File: src/rtl/rm2q_pkg.sv
// shared constants, types and arithmetic steps for the matrix to quaternion block
package rm2q_pkg;

  localparam int DW         = 16;
  localparam int FRAC_BITS  = 14;
  localparam int R_W        = DW + 1;
  localparam int MAG_W      = DW + 1;
  localparam int SQ_W       = 2 * MAG_W;
  localparam int Q_W        = SQ_W;
  localparam int SR_W       = Q_W / 2;
  localparam int SREM_W     = SR_W + 2;
  localparam int NSC        = 3;
  localparam int NSQ        = NSC + 1;
  localparam int FIFO_DEPTH = 4;
  localparam int PTR_W      = $clog2(FIFO_DEPTH);
  localparam int DIN_W      = 9 * DW;
  localparam int DOUT_W     = 4 * DW;

  typedef enum logic [1:0] {PIV_W, PIV_X, PIV_Y, PIV_Z} piv_t;

  typedef struct packed {
    piv_t                   piv;
    logic [R_W-1:0]         rad;
    logic [NSC-1:0][DW:0]   diff;
  } job_t;

  typedef struct packed {
    logic [R_W-1:0] rem;
    logic [Q_W-1:0] num;
  } div_lane_t;

  typedef struct packed {
    logic [SREM_W-1:0] rem;
    logic [SR_W-1:0]   root;
    logic [Q_W-1:0]    val;
  } sq_lane_t;

  typedef struct packed {
    piv_t                     piv;
    logic [R_W-1:0]           rad;
    logic [NSC-1:0]           neg;
    div_lane_t [NSC-1:0]      lane;
  } div_stg_t;

  typedef struct packed {
    piv_t                     piv;
    logic [NSC-1:0]           neg;
    sq_lane_t [NSQ-1:0]       lane;
  } sq_stg_t;

  // one restoring division step: quotient bit shifts in where a dividend bit leaves
  function automatic div_lane_t div_step(div_lane_t a, logic [R_W-1:0] den);
    logic [R_W:0] x;
    div_lane_t    b;
    x = {a.rem, a.num[Q_W-1]};
    if (x >= {1'b0, den}) begin
      b.rem = R_W'(x - {1'b0, den});
      b.num = {a.num[Q_W-2:0], 1'b1};
    end else begin
      b.rem = x[R_W-1:0];
      b.num = {a.num[Q_W-2:0], 1'b0};
    end
    return b;
  endfunction

  // one digit of the bitwise integer square root
  function automatic sq_lane_t sqrt_step(sq_lane_t a);
    logic [SREM_W+1:0] x;
    logic [SREM_W+1:0] trial;
    sq_lane_t          b;
    x     = {a.rem, a.val[Q_W-1:Q_W-2]};
    trial = (SREM_W+2)'({a.root, 2'b01});
    if (x >= trial) begin
      b.rem  = SREM_W'(x - trial);
      b.root = {a.root[SR_W-2:0], 1'b1};
    end else begin
      b.rem  = SREM_W'(x);
      b.root = {a.root[SR_W-2:0], 1'b0};
    end
    b.val = {a.val[Q_W-3:0], 2'b00};
    return b;
  endfunction

  // halve with rounding, apply sign, clamp positive results to the output range
  function automatic logic [DW-1:0] rnd_sat(logic [SR_W-1:0] root, logic neg);
    logic [SR_W:0]   inc;
    logic [DW-1:0]   k;
    logic [DW-1:0]   res;
    inc = (SR_W+1)'(root) + (SR_W+1)'(1);
    k   = DW'(inc[SR_W:1]);
    if (neg) begin
      res = -k;
    end else if (k[DW-1]) begin
      res = {1'b0, {(DW-1){1'b1}}};
    end else begin
      res = k;
    end
    return res;
  endfunction

endpackage

File: src/rtl/rm2q_fifo.sv
// short job queue between front end and arithmetic pipeline
module rm2q_fifo (
  input  logic           clk,
  input  logic           rst,
  input  logic           in_valid,
  output logic           in_ready,
  input  rm2q_pkg::job_t in_job,
  output logic           out_valid,
  input  logic           out_ready,
  output rm2q_pkg::job_t out_job
);
  import rm2q_pkg::*;

  job_t             mem [FIFO_DEPTH];
  logic [PTR_W-1:0] wr_ptr, rd_ptr;
  logic [PTR_W:0]   count;
  logic             push, pop;

  assign in_ready  = count != (PTR_W+1)'(FIFO_DEPTH);
  assign out_valid = count != '0;
  assign push      = in_valid && in_ready;
  assign pop       = out_valid && out_ready;
  assign out_job   = mem[rd_ptr];

  always_ff @(posedge clk) begin
    if (rst) begin
      wr_ptr <= '0;
      rd_ptr <= '0;
      count  <= '0;
    end else begin
      if (push) wr_ptr <= wr_ptr + 1'b1;
      if (pop)  rd_ptr <= rd_ptr + 1'b1;
      if (push && !pop) begin
        count <= count + 1'b1;
      end else if (pop && !push) begin
        count <= count - 1'b1;
      end
    end
  end

  always_ff @(posedge clk) begin
    if (push) begin
      mem[wr_ptr] <= in_job;
    end
  end

endmodule

File: config.mk
export PLATFORM = sky130hd
export DESIGN_NAME = rm2q_fifo
export DESIGN_NICKNAME = d
export VERILOG_FILES = /design/src/rtl/rm2q_pkg.sv /design/src/rtl/rm2q_fifo.sv
export SDC_FILE = /design/constraint.sdc
export NUM_CORES = 1
export LEC_CHECK = 0
export BUFFER_PORTS_ARGS = -buffer_cell sky130_fd_sc_hd__buf_4
export CORE_ASPECT_RATIO = 0.7
export CORE_MARGIN = 2
export CORE_UTILIZATION = 49
export DETAILED_ROUTE_END_ITERATION = 8
export PLACE_DENSITY = 0.7
export SLEW_MARGIN = 20
export SYNTH_ARGS = -nofsm -noshare
export SYNTH_HDL_FRONTEND = slang
export SYNTH_SLANG_ARGS = --single-unit
File: constraint.sdc
create_clock -name clk -period 4 [get_ports clk]
set_clock_uncertainty 0.1 [all_clocks]
set_input_delay 0.8 -clock clk [delete_from_list [all_inputs] [get_ports clk]]
set_output_delay 0.8 -clock clk [all_outputs]
set_load 0.005 [all_outputs]
==> results of run 1 <==
-- stage by stage --
stage,utilization [%],hold WS (ns),area [um^2],cells
after floorplan,-,0.382,10600,414
after global placement,55.9,0.396,12000,831
after detailed placement,55.9,0.417,12000,831
after CTS,60.1,0.356,12900,880
after global routing,60.1,0.360,12900,880
final,60.1,0.376,12900,883
-- final cells by class --
cell class,instances,area [um^2],share of cell area (%)
flip-flops and latches,289,8600,66.5
multi-input cells,105,1860,14.4
repair buffers,152,1200,9.31
clock buffers,31,691,5.34
well taps,282,353,2.73
clock inverters,18,210,1.63
inverters,3,11.3,0.0871
diodes,3,7.51,0.0581
-- cell families after synthesis --
| kind of cell | synth area share [%] |
|---|---|
| mux | 15.1 |
| simple gates | 0.788 |
| buf+inv | 1.93 |
| flops | 80.7 |
| compound gates | 0.353 |
| fa+ha+maj | 0.776 |
| xor+xnor | 0.329 |
-- sequential cells by signal, indices dropped and copies added (netlist names), named ones only --
name / cells
count: 3
mem: 280
rd_ptr: 2
wr_ptr: 2
-- power by group through the flow --
stage	combinational (mW)	clock [mW]	sequential [mW]
6_report	1.85	2.58	3.87
5_1_grt	1.98	2.76	3.92
4_1_cts	1.89	2.63	3.88
2_1_floorplan	1.20	0	3.81
3_3_place_gp	1.85	0	3.92
3_5_place_dp	1.88	0	3.95
-- synth_stat cells, types with 3 or more instances --
library cell,instances
buf_12,7
mux4_2,70
xor2_1,4
buf_2,7
and2_1,4
nor2_1,8
edfxtp_1,280
inv_1,3
dfxtp_1,9
ha_1,5
-- worst min path at each step --
stage          slack (ns)  cells past startpoint              startpoint                      to
5_1_grt              0.36                      1              in_job[12]    mem[1][12]$_DFFE_PP_
3_3_place_gp         0.40                      2  wr_ptr[1]$_SDFFE_PP0P_  wr_ptr[1]$_SDFFE_PP0P_
4_1_cts              0.36                      1              in_job[10]    mem[2][10]$_DFFE_PP_
6_report             0.38                      1              in_job[34]    mem[2][34]$_DFFE_PP_
2_1_floorplan        0.38                      2  wr_ptr[1]$_SDFFE_PP0P_  wr_ptr[1]$_SDFFE_PP0P_
3_5_place_dp         0.42                      2  wr_ptr[1]$_SDFFE_PP0P_  wr_ptr[1]$_SDFFE_PP0P_
-- metal layers --
layer | up-vias | wire length (um)
met2 | 172 | 8640
met1 | 2533 | 8750
li1 | 2102 | -
met4 | 0 | 271
met3 | 24 | 1740
met5 | - | 0
==> impl_metrics.toml, run 1 <==
[setup_path]
start_kind = "flip-flop"
crit_top_cell = "buf_4"
worstPathRequired_ns = 3.10
critPathKind = "reg -> out"
regToRegSetupSlack_ns = 1.59
crit_arrival_ns = 2.28
cp_cell_sequence = "buf_4, mux4_2, buf_4"
worst-path-stages = 3
ff2ff_path_depth = 8
crit_family = "flip-flops"
r2r-end = "count[2]$_SDFFE_PP0P_"
crit_slowest_cell = "dfxtp_4"
crit_end = "out_job[64]"
crit_fanout = 21
path_buf_inv = 2
cp_slowest_stage_delay_ns = 0.63
r2r-start = "count[0]$_SDFFE_PP0P_"
endpoint_kind = "output pin"

[timing]
tightest_slew_ns = 1.06
fmax_mhz = 315
fin_crit_sh_pct = 79.4
relSlewSlack_pct = 29.4
rsz0062_at_grt = "false"
fin_crit_ns = 3.18
tns_ns = 0
setup_ws_ns = 0.823
setup_viol = 0
slew_violations = 0
hold_viol = 0

[floorplan]
core_area_um2 = 21500
die_w_um = 180
die-area_um2 = 22900
start_util_pct = 49.5
row_count = 45
die_y_um = 127
pin_count = 146

[global_routing]
gr-usage-all-layers_pct = 17.0
grt_pass1_wl_mm = 29.7
grtUsageMet1_pct = 25.1
grt_start_max_net_pins = 71
top_usage_layer = "met2"
grtUsageMet2_pct = 25.6
use_met3_pct = 5.79
grt_antenna_before_repair = 3
grt_pass1_vias = 5014
grt-ovfl-total = 0

[clock_network]
cts.sinks = 289
path_clk_slew_ns = 0.06
cts_max_path_buffers = 3
postCtsSetupRepairBufs = 0
cts_resized = 0
clock_latency_ns = 0.52
hold_buffers = 0
h-tree-depth = 1
cts_buffers = 27
root_buffer = "clkbuf_16"
cts_tree = "done"

[place]
port_buffers = 145
routabilityCongestion = 0.782
pre_cts_ws_ns = 1.25
dpl.hpwl_mm = 11.8

[power_and_ir_drop]
p_clk_share_pct = 31.1
irDropWorstVdd_v = 0.000402
combPwrFrac_pct = 22.3
leakagePower_nw = 4.33
seq_power_share_pct = 46.6
p_sw_share_pct = 24.0
p_switching_mw = 1.99
intPower_mw = 6.31
p_per_area_nw_per_um2 = 642
power.total_mw = 8.30

[route]
viasPerCell = 5.47
drt-total-wl_mm = 19.4
drtPass1Iterations = 4
post_drt_wl_per_cell_um = 22.0
drc = 0
first_iter_violations = 484
drtAntennaViolNets = 0
vias = 4831

[cells_and_area]
num-fill-cells = 1523
layout-area-overhead-vs-synth_pct = 21.5
layout_commonest_cell = "edfxtp_1"
nNetsFinal = 658
drive_above_1_share_pct = 44.5
final_cell_mix = "edfxtp_1, buf_4, mux4_2"

[logic_synthesis]
ys_top_cells_by_area = "edfxtp_1, mux4_2, dfxtp_1"
syn_area_um2 = 10600
synth_top_area_share_pct = 79.0
synth_nets = 494
ys_types = 24
synth_ff_type = "edfxtp_1"
synth_warnings = 0
synth_area_leader_cell = "edfxtp_1"
avgSynthCellArea_um2 = 25.7
synth_edf_count = 280
synth-seq-area-share_pct = 80.7
synth_seq_cells = 289
synth_async_sr_flop_share_pct = 0
syn-instance-count = 414

[run]
cap_violations = 0

[run_status]
status = "complete, no violations"

[worst_hold_path]
hp-class = "in -> reg"
(Power assumes the default switching activity.)
==> run 2, diff against run 1 <==
--- a/config.mk
+++ b/config.mk
@@ -10,7 +10,7 @@
 export CORE_MARGIN = 2
 export CORE_UTILIZATION = 49
 export DETAILED_ROUTE_END_ITERATION = 8
-export PLACE_DENSITY = 0.7
+export PLACE_DENSITY = 0.72
 export SLEW_MARGIN = 20
 export SYNTH_ARGS = -nofsm -noshare
 export SYNTH_HDL_FRONTEND = slang
==> constraint.sdc (replaced) <==
create_clock -name clk -period 2.6 [get_ports clk]
set_clock_uncertainty 0.1 [all_clocks]
set_input_delay 0.52 -clock clk [delete_from_list [all_inputs] [get_ports clk]]
set_output_delay 0.52 -clock clk [all_outputs]
set_load 0.005 [all_outputs]
==> impl_metrics.toml, run 2 (synthesis gave the netlist of run 1 again) <==
[run_status]
status = "complete, no violations"

[worst_hold_path]
hp-class = "in -> reg"
min_from = "in_job[51]"
whs_path_depth = 1
min_to = "mem[3][51]$_DFFE_PP_"

[setup_path]
ff2ff_path_depth = 7
worstPathRequired_ns = 1.98
regToRegSetupSlack_ns = 0.23
crit_fanout = 34
critPathKind = "reg -> out"
endpoint_kind = "output pin"
start_kind = "flip-flop"
r2r-start = "count[1]$_SDFFE_PP0P_"
crit_arrival_ns = 1.93
r2r-end = "count[2]$_SDFFE_PP0P_"

[clock_network]
cts_tree = "done"
cts.sinks = 289
cts_buffers = 27
path_clk_slew_ns = 0.06
h-tree-depth = 1
root_buffer = "clkbuf_16"
clock_latency_ns = 0.51
hold_buffers = 0
cts_max_path_buffers = 3

[cells_and_area]
largest_register_ff_count = 280
antenna_cells = 0
top_regs = "mem: 280 flops, count: 3 flops"
final_cells = 883
top_register = "mem"
fin_area_um2 = 13000
drive_above_1_share_pct = 46.1
layout-area-overhead-vs-synth_pct = 22.3
nNetsFinal = 665
layout_commonest_cell = "edfxtp_1"
final_cell_mix = "edfxtp_1, buf_4, mux4_2"

[timing]
hold_ws_ns = 0.101
fmax_mhz = 392
tightest_slew_ns = 0.523
fin_crit_sh_pct = 98.1
tns_ns = 0
fin_crit_ns = 2.55
slew_violations = 0
relSlewSlack_pct = 64.7
hold_viol = 0
rsz0062_at_grt = "true"
setup_viol = 0

[global_routing]
grt_pass1_wl_mm = 28.9
grt-ovfl-total = 0
grt_antenna_before_repair = 0
gr-usage-all-layers_pct = 16.4
grt_start_max_net_pins = 43
grt_pass1_vias = 5101

[floorplan]
die_y_um = 127
core_area_um2 = 21500
pin_count = 146
start_util_pct = 49.5
die_w_um = 180
die-area_um2 = 22900
row_count = 45

[place]
dpl.hpwl_mm = 11.3
port_buffers = 145
placed_cells = 838
routabilityCongestion = 0.775
place_area_um2 = 12100

[route]
drt-total-wl_mm = 18.6
drtPass1Iterations = 4
drtAntennaViolNets = 0
drc = 0
vias = 4774
post_drt_wl_per_cell_um = 21.1
first_iter_violations = 271
viasPerCell = 5.41

[run]
cap_violations = 0

[power_and_ir_drop]
leakagePower_nw = 4.38
p_per_area_nw_per_um2 = 968
irDropWorstVdd_v = 0.000495
-- run 2: cell types whose count changed in the layout (fill, tap and decap cells not counted) --
cell       before  now
buf_6           0   20
buf_4         147  131
clkinv_2        2    9
clkinv_1        9    3
bufinv_16       5    2
diode_2         3    0
buf_12          5    7
clkbuf_1        4    2
buf_16          0    1
clkinv_4        1    0
clkinv_8        0    1
-- run 2: worst max-delay path by stage --
| stage | cells past startpoint | slack (ns) | start | endpoint |
|---|---|---|---|---|
| floorplan | 2 | 0.36 | in_valid | mem[0][0]$_DFFE_PP_ |
| global placement | 8 | 0.41 | out_ready | count[2]$_SDFFE_PP0P_ |
| detailed placement | 8 | 0.27 | in_valid | count[2]$_SDFFE_PP0P_ |
| CTS | 3 | 0.002 | flip-flop | out_job[13] |
| global route | 3 | -0.04 | flip-flop | out_job[13] |
| finish | 3 | 0.05 | flip-flop | out_job[13] |
-- run 2: power breakdown --
group | switching (mW) | internal (mW)
Combinational | 1.34 | 1.80
Sequential | 0.142 | 5.66
Clock | 1.56 | 2.09
Total | 3.05 | 9.55
-- run 2: area by class of cell --
| class | instances | area, um^2 |
|---|---|---|
| fillers | 1518 | 8490 |
| flip-flops and latches | 289 | 8600 |
| repair buffers | 159 | 1380 |
| clock inverters | 16 | 140 |
| clock buffers | 29 | 683 |
| inverters | 3 | 11.3 |
| multi-input cells | 105 | 1860 |
| well taps | 282 | 353 |
-- run 2: repair_timing --
item	in CTS	in global routing
endpoints found under the setup margin	2	23
pin swaps	0	0
endpoints found under the hold margin	0	0
gates resized for setup	1	20
buffers inserted	0	0
-- run 2: critical path: stages (launching register included) --
cell     delay, ns
dfxtp_4       0.39
buf_16        0.26
mux4_2        0.61
buf_6         0.15
-- run 2: stage by stage --
stage          power (mW)  setup WS, ns  util, %
6_report             12.6        0.0483     60.5
5_1_grt              13.2       -0.0414     60.5
4_1_cts              12.7       0.00190     60.2
3_5_place_dp         8.98         0.271     56.3
3_3_place_gp         8.89         0.407     56.3
2_1_floorplan        7.69         0.357        -
-- run 2: layer usage --
layer	routed length [um]	vias up	track usage [%]
met5	0	-	0
met4	300	0	3.04
met3	1510	25	4.82
met2	8780	165	26.3
met1	7990	2482	23.1
li1	-	2102	-
