**config.mk**
```make
export PLATFORM = sky130hd
export DESIGN_NAME = rm2q_front
export DESIGN_NICKNAME = d
export VERILOG_FILES = /design/src/rtl/rm2q_pkg.sv /design/src/rtl/rm2q_front.sv
export SDC_FILE = /design/constraint.sdc
export NUM_CORES = 1
export LEC_CHECK = 0
export ABC_CLOCK_PERIOD_IN_PS = 3280
export BUFFER_PORTS_ARGS = -buffer_cell sky130_fd_sc_hd__buf_2
export CAP_MARGIN = 0
export CORE_MARGIN = 3
export CORE_UTILIZATION = 30
export DETAILED_ROUTE_END_ITERATION = 10
export SLEW_MARGIN = 40
export SYNTH_ARGS = -nofsm -noshare
export SYNTH_HDL_FRONTEND = slang
export SYNTH_SLANG_ARGS = --single-unit
```
**constraint.sdc**
```tcl
create_clock -name clk -period 3.28 [get_ports clk]
set_input_delay 0.328 -clock clk [delete_from_list [all_inputs] [get_ports clk]]
set_output_delay 0.328 -clock clk [all_outputs]
set_load 0.01 [all_outputs]
```
**src/rtl/rm2q_pkg.sv**
```systemverilog
// shared constants, types and arithmetic steps for the matrix to quaternion block
package rm2q_pkg;

  localparam int DW         = 16;
  localparam int FRAC_BITS  = 14;
  localparam int R_W        = DW + 1;
  localparam int MAG_W      = DW + 1;
  localparam int SQ_W       = 2 * MAG_W;
  localparam int Q_W        = SQ_W;
  localparam int SR_W       = Q_W / 2;
  localparam int SREM_W     = SR_W + 2;
  localparam int NSC        = 3;
  localparam int NSQ        = NSC + 1;
  localparam int FIFO_DEPTH = 4;
  localparam int PTR_W      = $clog2(FIFO_DEPTH);
  localparam int DIN_W      = 9 * DW;
  localparam int DOUT_W     = 4 * DW;

  typedef enum logic [1:0] {PIV_W, PIV_X, PIV_Y, PIV_Z} piv_t;

  typedef struct packed {
    piv_t                   piv;
    logic [R_W-1:0]         rad;
    logic [NSC-1:0][DW:0]   diff;
  } job_t;

  typedef struct packed {
    logic [R_W-1:0] rem;
    logic [Q_W-1:0] num;
  } div_lane_t;

  typedef struct packed {
    logic [SREM_W-1:0] rem;
    logic [SR_W-1:0]   root;
    logic [Q_W-1:0]    val;
  } sq_lane_t;

  typedef struct packed {
    piv_t                     piv;
    logic [R_W-1:0]           rad;
    logic [NSC-1:0]           neg;
    div_lane_t [NSC-1:0]      lane;
  } div_stg_t;

  typedef struct packed {
    piv_t                     piv;
    logic [NSC-1:0]           neg;
    sq_lane_t [NSQ-1:0]       lane;
  } sq_stg_t;

  // one restoring division step: quotient bit shifts in where a dividend bit leaves
  function automatic div_lane_t div_step(div_lane_t a, logic [R_W-1:0] den);
    logic [R_W:0] x;
    div_lane_t    b;
    x = {a.rem, a.num[Q_W-1]};
    if (x >= {1'b0, den}) begin
      b.rem = R_W'(x - {1'b0, den});
      b.num = {a.num[Q_W-2:0], 1'b1};
    end else begin
      b.rem = x[R_W-1:0];
      b.num = {a.num[Q_W-2:0], 1'b0};
    end
    return b;
  endfunction

  // one digit of the bitwise integer square root
  function automatic sq_lane_t sqrt_step(sq_lane_t a);
    logic [SREM_W+1:0] x;
    logic [SREM_W+1:0] trial;
    sq_lane_t          b;
    x     = {a.rem, a.val[Q_W-1:Q_W-2]};
    trial = (SREM_W+2)'({a.root, 2'b01});
    if (x >= trial) begin
      b.rem  = SREM_W'(x - trial);
      b.root = {a.root[SR_W-2:0], 1'b1};
    end else begin
      b.rem  = SREM_W'(x);
      b.root = {a.root[SR_W-2:0], 1'b0};
    end
    b.val = {a.val[Q_W-3:0], 2'b00};
    return b;
  endfunction

  // halve with rounding, apply sign, clamp positive results to the output range
  function automatic logic [DW-1:0] rnd_sat(logic [SR_W-1:0] root, logic neg);
    logic [SR_W:0]   inc;
    logic [DW-1:0]   k;
    logic [DW-1:0]   res;
    inc = (SR_W+1)'(root) + (SR_W+1)'(1);
    k   = DW'(inc[SR_W:1]);
    if (neg) begin
      res = -k;
    end else if (k[DW-1]) begin
      res = {1'b0, {(DW-1){1'b1}}};
    end else begin
      res = k;
    end
    return res;
  endfunction

endpackage

```
**src/rtl/rm2q_front.sv**
```systemverilog
// front end: trace, pivot choice, radicand and off-diagonal pairs
module rm2q_front (
  input  logic                      clk,
  input  logic                      rst,
  input  logic                      s_tvalid,
  output logic                      s_tready,
  input  logic [rm2q_pkg::DIN_W-1:0] s_tdata,
  output logic                      job_valid,
  input  logic                      job_ready,
  output rm2q_pkg::job_t            job
);
  import rm2q_pkg::*;

  localparam int EW = DW + 3;
  localparam logic signed [EW-1:0] ONE_S = EW'(1) <<< FRAC_BITS;

  logic signed [DW-1:0] a00, a01, a02, a10, a11, a12, a20, a21, a22;
  logic signed [EW-1:0] e00, e11, e22, tr;
  logic signed [DW:0]   d21m12, d02m20, d10m01, s10p01, s02p20, s21p12;
  job_t                 job_next;

  assign a00 = $signed(s_tdata[0*DW +: DW]);
  assign a01 = $signed(s_tdata[1*DW +: DW]);
  assign a02 = $signed(s_tdata[2*DW +: DW]);
  assign a10 = $signed(s_tdata[3*DW +: DW]);
  assign a11 = $signed(s_tdata[4*DW +: DW]);
  assign a12 = $signed(s_tdata[5*DW +: DW]);
  assign a20 = $signed(s_tdata[6*DW +: DW]);
  assign a21 = $signed(s_tdata[7*DW +: DW]);
  assign a22 = $signed(s_tdata[8*DW +: DW]);

  assign e00 = EW'(a00);
  assign e11 = EW'(a11);
  assign e22 = EW'(a22);
  assign tr  = e00 + e11 + e22;

  assign d21m12 = (DW+1)'(a21) - (DW+1)'(a12);
  assign d02m20 = (DW+1)'(a02) - (DW+1)'(a20);
  assign d10m01 = (DW+1)'(a10) - (DW+1)'(a01);
  assign s10p01 = (DW+1)'(a10) + (DW+1)'(a01);
  assign s02p20 = (DW+1)'(a02) + (DW+1)'(a20);
  assign s21p12 = (DW+1)'(a21) + (DW+1)'(a12);

  always_comb begin
    if (!tr[EW-1]) begin
      job_next.piv  = PIV_W;
      job_next.rad  = R_W'(ONE_S + tr);
      job_next.diff = {d10m01, d02m20, d21m12};
    end else if (a00 > a11 && a00 > a22) begin
      job_next.piv  = PIV_X;
      job_next.rad  = R_W'(ONE_S + e00 - e11 - e22);
      job_next.diff = {d21m12, s02p20, s10p01};
    end else if (a11 > a22) begin
      job_next.piv  = PIV_Y;
      job_next.rad  = R_W'(ONE_S + e11 - e00 - e22);
      job_next.diff = {d02m20, s21p12, s10p01};
    end else begin
      job_next.piv  = PIV_Z;
      job_next.rad  = R_W'(ONE_S + e22 - e00 - e11);
      job_next.diff = {d10m01, s21p12, s02p20};
    end
  end

  assign s_tready = !job_valid || job_ready;

  always_ff @(posedge clk) begin
    if (rst) begin
      job_valid <= 1'b0;
    end else if (s_tready) begin
      job_valid <= s_tvalid;
    end
  end

  always_ff @(posedge clk) begin
    if (s_tready && s_tvalid) begin
      job <= job_next;
    end
  end

endmodule

```
==> impl_results.md, run 1 <==
- Mapped Avg Cell Area: 8.48 um2
- Antenna Violating Nets Remaining: 0
- Top cell type's share of synthesized area: between 20% and 30%
- Clock transition at path regs: 0.06 ns
- Share of cells above drive strength 1: 31.6%
- CP Max Fanout: 5
- Pre-CTS WS: -0.583 ns
- Synth top area cells: ha_1 (25%), edfxtp_1 (14%), fa_1 (10%), inv_1 (5.9%), xnor2_1 (5.4%)
- DRT Pass-1 Iters: 5
- Mapped cell area: 14500 um2
- Via/cell ratio: about 4.9
- Peak Freq: 304 MHz
- Register area share after synthesis: 14.6%
- Worst-Margin Slew: around 0.65 ns
- Area Growth Syn to Fin: 34.8%
- I/O Pins: 220
- Via count: 13900
- Gpl congestion: 0.921
- Pin count of the biggest net entering global routing: 33
- Post-Synthesis Cells: 1714
- Die Footprint: 51200 um2
- Arrival @ worst endpoint: 3.41 ns
- Critical Path, Cell by Cell: buf_6, inv_2, fa_1, inv_2, ha_4, ha_4, inv_2, fa_2, nor2b_2, o31a_1, o211ai_1, nand2_2, a311oi_2, or3_1, xor2_1, a22o_1, a21oi_2
- GRT Total Usage: about a fifth
- CTS tree: built
- Total grt overflow: 0
- Post-Layout Cell Count: roughly 2800
- Final Cycle Share: 100%
- #FFs+latches synth: 71
- MaxCap Viol Count: 0
- Tmin final: approximately 3.3 ns
- CTS H-Tree Depth: 3
- Post-layout nets: approximately 2700
- CP Capture Type: flip-flop
- Crit path largest cell delay: 0.56 ns
- Worst setup margin: -0.00635 ns
- Total CTS buffers: 9
- P_leak: 9.41 nW
- Detailed-placement wirelength estimate: 42900 um
- VDD IR max: 280 uV
- Die width: 226 um
- Vias in the first global route: 14000
- Root buf cell: clkbuf_16
- Final setup violation count: 1
- WL/cell: about 18 um
- Filler cells: 4817
- Initial core utilization: 30.4%
- Worst Hold Class: in -> reg
- Dpl cells: 2774
- Final wirelength: 51300 um
- Detailed Route Iter0 Violations: 700
- Slew HR: 56.2%
- Critical path startpoint category: input port
- Fraction of registers with async set/reset: 0%
- Critical Path RT: 3.40 ns
- Worst path most repeated cell: inv_2
- Synth Net Count: 2227
- Initial antenna violation count: 11
- CTS max path bufs: 2
- Number of remaining DRC errors: 0
- Die H: 226 um
- Status: complete, but fails checks
- Hold Vio Cnt, Final: 0
- First-pass GRT wire length: 76700 um
- Worst-Skew Late Latency: a little under 0.4 ns
- Core footprint: 47800 um2
- Hold_buf cts: 0
- Post-synth EDFFs: 70
- Total power draw: 8.59 mW
- Delay-heaviest family, CP: adder cells
- Slowest CP cell: fa_1
- Main synth FF type: edfxtp_1
- Area leader, netlist: ha_1
- Sink Count: 71
- Buffers on Ports: 219
- RSZ-0062 raised after global routing: yes
- P per Cell Area: ~440 nW/um2
- Pins Over Slew Limit: 0
- Synth unique cells: 80
- Cell Rows: 80
- Post-layout util: 41.0%
- Sum Neg Setup Slack: -0.00635 ns
- Worst path bufs/invs: 4
- Violated checks: negative setup slack
- Worst Setup Path Type: in -> reg
- YS warnings: 0
- Layout Skew: 0.0235 ns
kinds of logic (layout without fill, tap and decap cells):
kind of cell / after synthesis / after routing / synth area share (%)
flip-flops: 71 / 71 / 14.6
adder cells (fa/ha/maj): 365 / 365 / 35.3
AND/OR/NAND/NOR: 397 / 398 / 13.3
multiplexers: 15 / 15 / 1.08
XOR/XNOR: 127 / 127 / 7.65
buffers and inverters: 288 / 763 / 7.87
AO/OA/AOI/OAI: 451 / 451 / 20.3
other: 0 / 4 / 0
where the power goes:
group / internal [mW] / total, mW / leakage (nW) / switching, mW
logic: 2.77 / 6.03 / 8.60 / 3.26
clock network: 0.523 / 1.06 / 0.133 / 0.538
registers: 1.37 / 1.50 / 0.687 / 0.124
total: 4.67 / 8.59 / 9.41 / 3.92
metal layers:
metal | global-route usage (%) | vias to the layer above | share of wire (%)
met3 | 4.42 | 82 | 6.1
met2 | 31.9 | 357 | 47
met5 | 0 | - | 0.17
met1 | 25.3 | 6619 | 44
li1 | - | 6820 | -
met4 | 6.11 | 14 | 2.6
sequential cells by signal, summed over array words and instances (netlist names):
name,cells
job_valid,1
job,70
path summary, 6_finish.rpt:
kind / start / end / cells after the start / slack [ns]
worst max-delay path: s_tdata[2] / job[65] / 17 / -0.006
worst min-delay path: rst / job_valid / 2 / 0.11
worst max register to register: job_valid / job[47] / 3 / 1.61
worst min register to register: job_valid / job_valid / 2 / 0.53
area by class of cell:
cell class                 instances  area, um2  area share (%)
sequential                        71       2120            10.8
inverter                         229        870            4.44
clock inverter                     7       55.1           0.281
tap                              615        769            3.93
clock buffer                       9        225            1.15
timing repair buffer             518       3540            18.0
multi-input combinational       1356      12000            61.3
antenna                            4       10.0          0.0511
layout by cell type, fill, tap and decap left out, drive strengths merged, types with 6 or more instances in the layout:
cell type  instances
buf              518
ha               290
inv              230
a21oi            130
nor2             125
nand2            102
xnor2             89
o21ai             83
fa                75
edfxtp            70
xor2              38
nor2b             32
nor3              28
nand2b            25
a21o              25
o22ai             24
o21a              22
o211ai            21
o21bai            21
nand3             19
or3               19
a31oi             18
a211oi            12
mux2i             10
clkbuf             9
o31ai              9
a221oi             9
o31a               8
a22o               8
and3               8
nor4               8
a22oi              7
o41ai              7
a211o              6
or2                6
worst register-to-register path, cell delays in order (launching register included):
cell	delay, ns
dfxtp_1	0.31
nand2b_1	0.10
and2_4	0.50
buf_4	0.43
repair_timing:
action,4_1_cts,5_1_grt
buffers inserted,6,8
pin swaps,21,49
resized for setup,30,118
setup endpoints to repair,42,57
gates cloned,0,1
synth_stat cells, drive strengths merged, types with 19 or more instances:
library cell,instances
fa,75
a21oi,130
xor2,38
o21ai,83
nor2b,32
a21o,25
xnor2,89
o211ai,21
inv,229
ha,290
edfxtp,70
nor2,124
nor3,28
or3,19
nand3,19
buf,27
nand2b,25
o21a,22
nand2,102
o22ai,24
o21bai,21
clkbuf,32
stage by stage:
step           hold slack (ns)  cell area [um2]
3_3_place_gp             0.482            18500
3_5_place_dp             0.492            18500
4_1_cts                 0.0922            18900
6_report                 0.108            19600
2_1_floorplan            0.397            14600
5_1_grt                  0.106            19600
No activity file was read; power rests on OpenSTA's default activity.
==> inputs of run 2 (changes only) <==
--- a/config.mk
+++ b/config.mk
@@ -5,7 +5,7 @@
 export SDC_FILE = /design/constraint.sdc
 export NUM_CORES = 1
 export LEC_CHECK = 0
-export ABC_CLOCK_PERIOD_IN_PS = 3280
+export ABC_CLOCK_PERIOD_IN_PS = 4000
 export BUFFER_PORTS_ARGS = -buffer_cell sky130_fd_sc_hd__buf_2
 export CAP_MARGIN = 0
 export CORE_MARGIN = 3
==> constraint.sdc (replaced) <==
create_clock -name clk -period 4 [get_ports clk]
set_input_delay 0.4 -clock clk [delete_from_list [all_inputs] [get_ports clk]]
set_output_delay 0.4 -clock clk [all_outputs]
set_load 0.01 [all_outputs]
==> impl_results.md, run 2 (synthesis gave the netlist of run 1 again) <==
- Buffers on Ports: 219 (unchanged)
- Detailed-placement wirelength estimate: 41400 um (was 42900 um)
- Placed instance area: 17500 um2 (was 18500 um2)
- Critical path startpoint category: input port (unchanged)
- CTS tree: built (unchanged)
- Commonest non-fill, non-tap cell in the layout: ha_1 (was buf_4)
- Core footprint: 47800 um2 (unchanged)
- Switch Pwr: 2.95 mW (was 3.92 mW)
- Filler cells: 4905 (was 4817)
- Arrival @ worst endpoint: 3.83 ns (was 3.41 ns)
- Switching share of power: 46.1% (was 45.7%)
- Via count: 13400 (was 13900)
- P per Cell Area: 361 nW/um2 (was 438 nW/um2)
- CP Max Fanout: 8 (was 5)
- Top flop regs: job (70), job_valid (1) (unchanged)
- Clock transition at path regs: 0.07 ns (was 0.06 ns)
- Status: finished clean (was complete, but fails checks)
- Tmin final: 3.70 ns
- Combinational share of power: 67.5% (was 70.2%)
- VDD IR max: 261 uV (was 280 uV)
- Setup bufs post-CTS: 0 (was 6)
- CTS resizes: 0 (was 30)
- MaxCap Viol Count: 0 (unchanged)
- Max reg flops: 70 (unchanged)
- Initial antenna violation count: 13 (was 11)
- Detailed Route Iter0 Violations: 931 (was 700)
- Worst path most repeated cell: buf_4 (was inv_2)
- Total grt overflow: 0 (unchanged)
- Final Cycle Share: 92.6%
- Post-Layout Cell Count: 2669 (was 2809)
- Met3 usage: 3.41% (was 4.42%)
- Worst-Margin Slew: 0.716 ns (was 0.650 ns)
- Sink Count: 71 (unchanged)
- GRT Total Usage: 18.6% (was 19.4%)
- Vias in the first global route: 13500 (was 14000)
- Layout Skew: 0.0142 ns (was 0.0235 ns)
- WL/cell: 18.3 um (about the same)
- Critical Path, Cell by Cell: buf_2, inv_1, ha_1, nor4_1, or3_1, o22a_1, o41a_1, mux2i_1, nand4b_1, buf_4, buf_4, o21ai_0, o21ai_0, buf_4 (was buf_6, inv_2, fa_1, inv_2, ha_4, ha_4, inv_2, fa_2, nor2b_2, o31a_1, o211ai_1, nand2_2, a311oi_2, or3_1, xor2_1, a22o_1, a21oi_2)
- Hold Vio Cnt, Final: 0 (unchanged)
- First-pass GRT wire length: 73900 um (was 76700 um)
- Initial core utilization: 30.4% (unchanged)
- RSZ-0062 raised after global routing: no (was yes)
- M2 GR Usage: 31.4% (was 31.9%)
- Share of cells above drive strength 1: 20.9% (was 31.6%)
- Slowest CP cell: nor4_1 (was fa_1)
- Antenna Violating Nets Remaining: 0 (unchanged)
- Worst Setup Path Type: in -> reg (unchanged)
- Die H: 226 um (unchanged)
- Cell Rows: 80 (unchanged)
- Pins Over Slew Limit: 0 (unchanged)
- Worst-Skew Late Latency: 0.37 ns (was 0.39 ns)
- Biggest register: job (unchanged)
- Die Footprint: 51200 um2 (unchanged)
- Sequential Power Share: 19.3% (was 17.4%)
- Post-layout nets: 2558 (was 2698)
- Area Growth Syn to Fin: 22.2% (was 34.8%)
- I/O Pins: 220 (unchanged)
- Met1 Use GR: 24.5% (was 25.3%)
- Final Cell Area: 17800 um2 (was 19600 um2)
- Via/cell ratio: 5.03 (was 4.95)
- Delay-heaviest family, CP: simple AND/OR/NAND/NOR gates (was adder cells)
- Total CTS buffers: 9 (unchanged)
- Total power draw: 6.41 mW (was 8.59 mW)
- Gpl congestion: 0.914 (was 0.921)
- P_leak: 8.68 nW (was 9.41 nW)
- Critical Path RT: 4.13 ns (was 3.40 ns)
- Dpl cells: 2649 (was 2774)
- Peak Freq: approximately 270 MHz
- Final setup violation count: 0 (was 1)
- Commonest cells after routing, fill and taps aside: ha_1 (290), inv_1 (229), buf_2 (219) (was buf_4 (280), ha_1 (262), buf_2 (213))
- Hold_buf cts: 0 (unchanged)
- Hold_ws: 0.175 ns (was 0.108 ns)
- CTS H-Tree Depth: 3 (unchanged)
- Die width: 226 um (unchanged)
- CP Capture Type: flip-flop (unchanged)
- Root buf cell: clkbuf_16 (unchanged)
- P_int: 3.46 mW (was 4.67 mW)
- Crit path largest cell delay: 0.55 ns (was 0.56 ns)
- Clk pwr share: 13.2% (was 12.3%)
- Number of remaining DRC errors: 0 (unchanged)
- Worst Hold Class: in -> reg (unchanged)
- DRT Pass-1 Iters: 5 (unchanged)
- CTS max path bufs: 2 (unchanged)
- GRT busiest layer: met2 (unchanged)
- Slew HR: 51.6% (was 56.2%)
- Worst path bufs/invs: 5 (was 4)
- Pin count of the biggest net entering global routing: 38 (was 33)
- Final wirelength: 48800 um (was 51300 um)
-- run 2: cell types whose count changed in the layout (fill, tap and decap cells not counted), moves of 13 or more --
cell | before | now
inv_1 | 204 | 229
ha_4 | 26 | 0
buf_6 | 14 | 0
ha_1 | 262 | 290
a21oi_1 | 117 | 130
inv_2 | 22 | 0
buf_4 | 280 | 148
-- run 2: per-stage QoR --
stage               TNS (ns)  worst slack, ns  utilization (%)
global placement           0          0.00321             36.5
floorplan                  0            0.396                -
detailed placement    -0.300          -0.0856             36.5
global route               0           0.0535             37.1
CTS                        0            0.290             37.1
finish                     0            0.296             37.2
-- run 2: path summary, 6_finish.rpt --
kind                            startpoint         to  slack, ns  depth (start not counted)
worst max register to register   job_valid    job[37]       2.45                          3
worst min-delay path                   rst  job_valid       0.18                          2
worst max-delay path            s_tdata[7]    job[24]       0.30                         14
worst min register to register   job_valid  job_valid       0.52                          2
-- run 2: area by class of cell --
cell class	count	area (um2)	area share, %
inverter	229	860	4.83
multi-input combinational	1355	11300	63.5
timing repair buffer	379	2450	13.8
sequential	71	2120	11.9
tap	615	769	4.33
antenna	4	10.0	0.0563
clock inverter	7	58.8	0.331
clock buffer	9	225	1.27
-- run 2: layer usage --
layer  vias to the layer above  part of all wire, %
met5                         -                 0.19
met4                        16                  2.3
met3                        74                  6.5
met2                       408                   47
met1                      6373                   44
li1                       6552                    -
-- run 2: power by group through the flow --
stage | clock network [mW] | logic, mW | registers, mW
finish | 0.846 | 4.33 | 1.24
global route | 0.893 | 4.77 | 1.25
CTS | 0.872 | 4.32 | 1.24
detailed placement | 0 | 4.29 | 1.25
global placement | 0 | 4.24 | 1.26
floorplan | 0 | 2.56 | 1.29
==> inputs of run 3 (changes only) <==
--- a/config.mk
+++ b/config.mk
@@ -5,7 +5,7 @@
 export SDC_FILE = /design/constraint.sdc
 export NUM_CORES = 1
 export LEC_CHECK = 0
-export ABC_CLOCK_PERIOD_IN_PS = 4000
+export ABC_CLOCK_PERIOD_IN_PS = 3850
 export BUFFER_PORTS_ARGS = -buffer_cell sky130_fd_sc_hd__buf_2
 export CAP_MARGIN = 0
 export CORE_MARGIN = 3
==> constraint.sdc (replaced) <==
create_clock -name clk -period 3.85 [get_ports clk]
set_input_delay 0.385 -clock clk [delete_from_list [all_inputs] [get_ports clk]]
set_output_delay 0.385 -clock clk [all_outputs]
set_load 0.01 [all_outputs]
==> impl_results.md, run 3 (synthesis gave the netlist of run 1 again) <==
- MaxCap Viol Count: 0 (unchanged)
- Initial core utilization: 30.4% (unchanged)
- P per Cell Area: 377 nW/um2 (was 361 nW/um2)
- Layout Skew: 0.0119 ns (was 0.0142 ns)
- Pins Over Slew Limit: 0 (unchanged)
- Commonest non-fill, non-tap cell in the layout: ha_1 (unchanged)
- Worst-Margin Slew: 0.636 ns (was 0.716 ns)
- Number of remaining DRC errors: 0 (unchanged)
- Die H: 226 um (unchanged)
- Area Growth Syn to Fin: 24.2% (was 22.2%)
- Hold_ws: 0.164 ns (was 0.175 ns)
- Worst-Skew Late Latency: 0.38 ns (was 0.37 ns)
- Reg2reg path depth: 4 (was 3)
- P_int: 3.78 mW (was 3.46 mW)
- Total grt overflow: 0 (unchanged)
- Via/cell ratio: 4.96 (was 5.03)
- Critical path startpoint category: input port (unchanged)
- I/O Pins: 220 (unchanged)
- Final Cycle Share: 95.2%
- Critical Path RT: 4.02 ns (was 4.13 ns)
- Flop2flop setup slack: 2.24 ns (was 2.45 ns)
- Critical Path, Cell by Cell: buf_2, inv_1, ha_1, nor4_1, buf_4, nand4_1, buf_4, a21oi_1, buf_4, nor4b_1, xor2_1, buf_4, and4b_1, buf_4, nor2_2, buf_4, a22o_1, a22oi_1 (was buf_2, inv_1, ha_1, nor4_1, or3_1, o22a_1, o41a_1, mux2i_1, nand4b_1, buf_4, buf_4, o21ai_0, o21ai_0, buf_4)
- Vias in the first global route: 13600 (was 13500)
- CTS tree: built (unchanged)
- Clk pwr share: 15.4% (was 13.2%)
- Hold Startpoint: rst (unchanged)
- Crit path largest cell delay: 0.48 ns (was 0.55 ns)
- Core footprint: 47800 um2 (unchanged)
- CTS H-Tree Depth: 3 (unchanged)
- Cells on Worst Hold Path: 2 (unchanged)
- Min-Delay Endpoint: job_valid (unchanged)
- Top flop regs: job (70), job_valid (1) (unchanged)
- Sequential Power Share: 18.9% (was 19.3%)
- Post-layout nets: 2593 (was 2558)
- Share of cells above drive strength 1: 22.2% (was 20.9%)
- Arrival @ worst endpoint: 3.84 ns (was 3.83 ns)
- Peak Freq: approximately 270 MHz
- Tmin final: between 3 and 4 ns
- Delay-heaviest family, CP: buffers and inverters (was simple AND/OR/NAND/NOR gates)
- CTS max path bufs: 2 (unchanged)
- Antenna Violating Nets Remaining: 0 (unchanged)
- Slew HR: 57.2% (was 51.6%)
- Pin count of the biggest net entering global routing: 55 (was 38)
- Final wirelength: 48700 um (was 48800 um)
- Worst Hold Class: in -> reg (unchanged)
- Filler cells: 4923 (was 4905)
- Buffers on Ports: 219 (unchanged)
- Reg2reg end: job[64] (was job[37])
- CTS resizes: 0 (unchanged)
- VDD IR max: 250 uV (was 261 uV)
- Clock transition at path regs: 0.07 ns (about the same)
- Combinational share of power: 65.7% (was 67.5%)
- Slowest CP cell: nor4_1 (unchanged)
- Worst path most repeated cell: buf_4 (unchanged)
- Setup bufs post-CTS: 0 (unchanged)
- Die Footprint: 51200 um2 (unchanged)
- Die width: 226 um (unchanged)
- Switching share of power: 44.4% (was 46.1%)
- Initial antenna violation count: 8 (was 13)
- Reg-to-reg critical path startpoint: job_valid (unchanged)
- Commonest cells after routing, fill and taps aside: ha_1 (290), inv_1 (229), buf_2 (219) (unchanged)
- Switch Pwr: 3.03 mW (was 2.95 mW)
- Worst Setup Path Type: in -> reg (unchanged)
- P_leak: 8.87 nW (was 8.68 nW)
- Gpl congestion: 0.889 (was 0.914)
- Max reg flops: 70 (unchanged)
- Via count: 13400 (about the same)
- CP Capture Type: flip-flop (unchanged)
- Sink Count: 71 (unchanged)
- Detailed Route Iter0 Violations: 849 (was 931)
- Biggest register: job (unchanged)
- Status: finished clean (unchanged)
- Worst path bufs/invs: 8 (was 5)
- CP Max Fanout: 9 (was 8)
- GRT Total Usage: 18.9% (was 18.6%)
- WL/cell: 18.0 um (was 18.3 um)
- Post-layout util: 37.8% (was 37.2%)
- Detailed-placement wirelength estimate: 41800 um (was 41400 um)
- Total power draw: 6.81 mW (was 6.41 mW)
- First-pass GRT wire length: 75400 um (was 73900 um)
- Final setup violation count: 0 (unchanged)
- Cell Rows: 80 (unchanged)
- CP startpoint: s_tdata[11] (was s_tdata[7])
- Root buf cell: clkbuf_16 (unchanged)
- RSZ-0062 raised after global routing: no (unchanged)
- DRT Pass-1 Iters: 5 (unchanged)
- Hold Vio Cnt, Final: 0 (unchanged)
- Hold_buf cts: 0 (unchanged)
- Total CTS buffers: 9 (unchanged)
-- run 3: cell types whose count changed in the layout (fill, tap and decap cells not counted), moves of 2 or more --
cell / previous run / this run
buf_12: 12 / 10
clkbuf_1: 0 / 2
inv_6: 5 / 0
buf_4: 148 / 185
bufinv_16: 0 / 3
-- run 3: how the worst max path moves through the flow --
stage,end,slack [ns],depth (start not counted)
global placement,job[34],-0.26,18
floorplan,job[63],0.26,16
detailed placement,job[34],-0.19,18
global route,job[67],0.0006,18
CTS,job[34],0.15,18
finish,job[34],0.19,18
-- run 3: through the flow --
step                std cells  setup TNS [ns]  setup WS (ns)  area (um2)
floorplan                1714               0          0.261       14500
global placement         2683           -5.08         -0.265       17700
detailed placement       2683           -4.10         -0.192       17700
CTS                      2699               0          0.150       18000
global route             2702               0       0.000644       18100
finish                   2703               0          0.185       18100
-- run 3: power by group through the flow --
| stage | combinational, mW | clock [mW] | sequential, mW |
|---|---|---|---|
| after floorplan | 2.66 | 0 | 1.34 |
| after global placement | 4.39 | 0 | 1.30 |
| after detailed placement | 4.44 | 0 | 1.30 |
| after CTS | 4.47 | 1.07 | 1.29 |
| after global routing | 4.97 | 1.09 | 1.30 |
| final | 4.47 | 1.05 | 1.29 |
-- run 3: area by class of cell --
cell class	count	area [um2]	share of cell area (%)
Clock inverter	5	106	0.589
Sequential cell	71	2120	11.7
Clock buffer	11	233	1.29
Timing Repair Buffer	414	2690	14.9
Antenna cell	3	7.51	0.0415
Multi-Input combinational cell	1355	11300	62.5
Inverter	229	860	4.76
Tap cell	615	769	4.26
-- run 3: metal layers --
metal	up-vias	track usage (%)	part of all wire, %
met1	6345	24.8	45
li1	6610	-	-
met4	10	5.09	2.4
met3	63	3.59	5.6
met2	370	31.9	47
met5	-	0	0.11
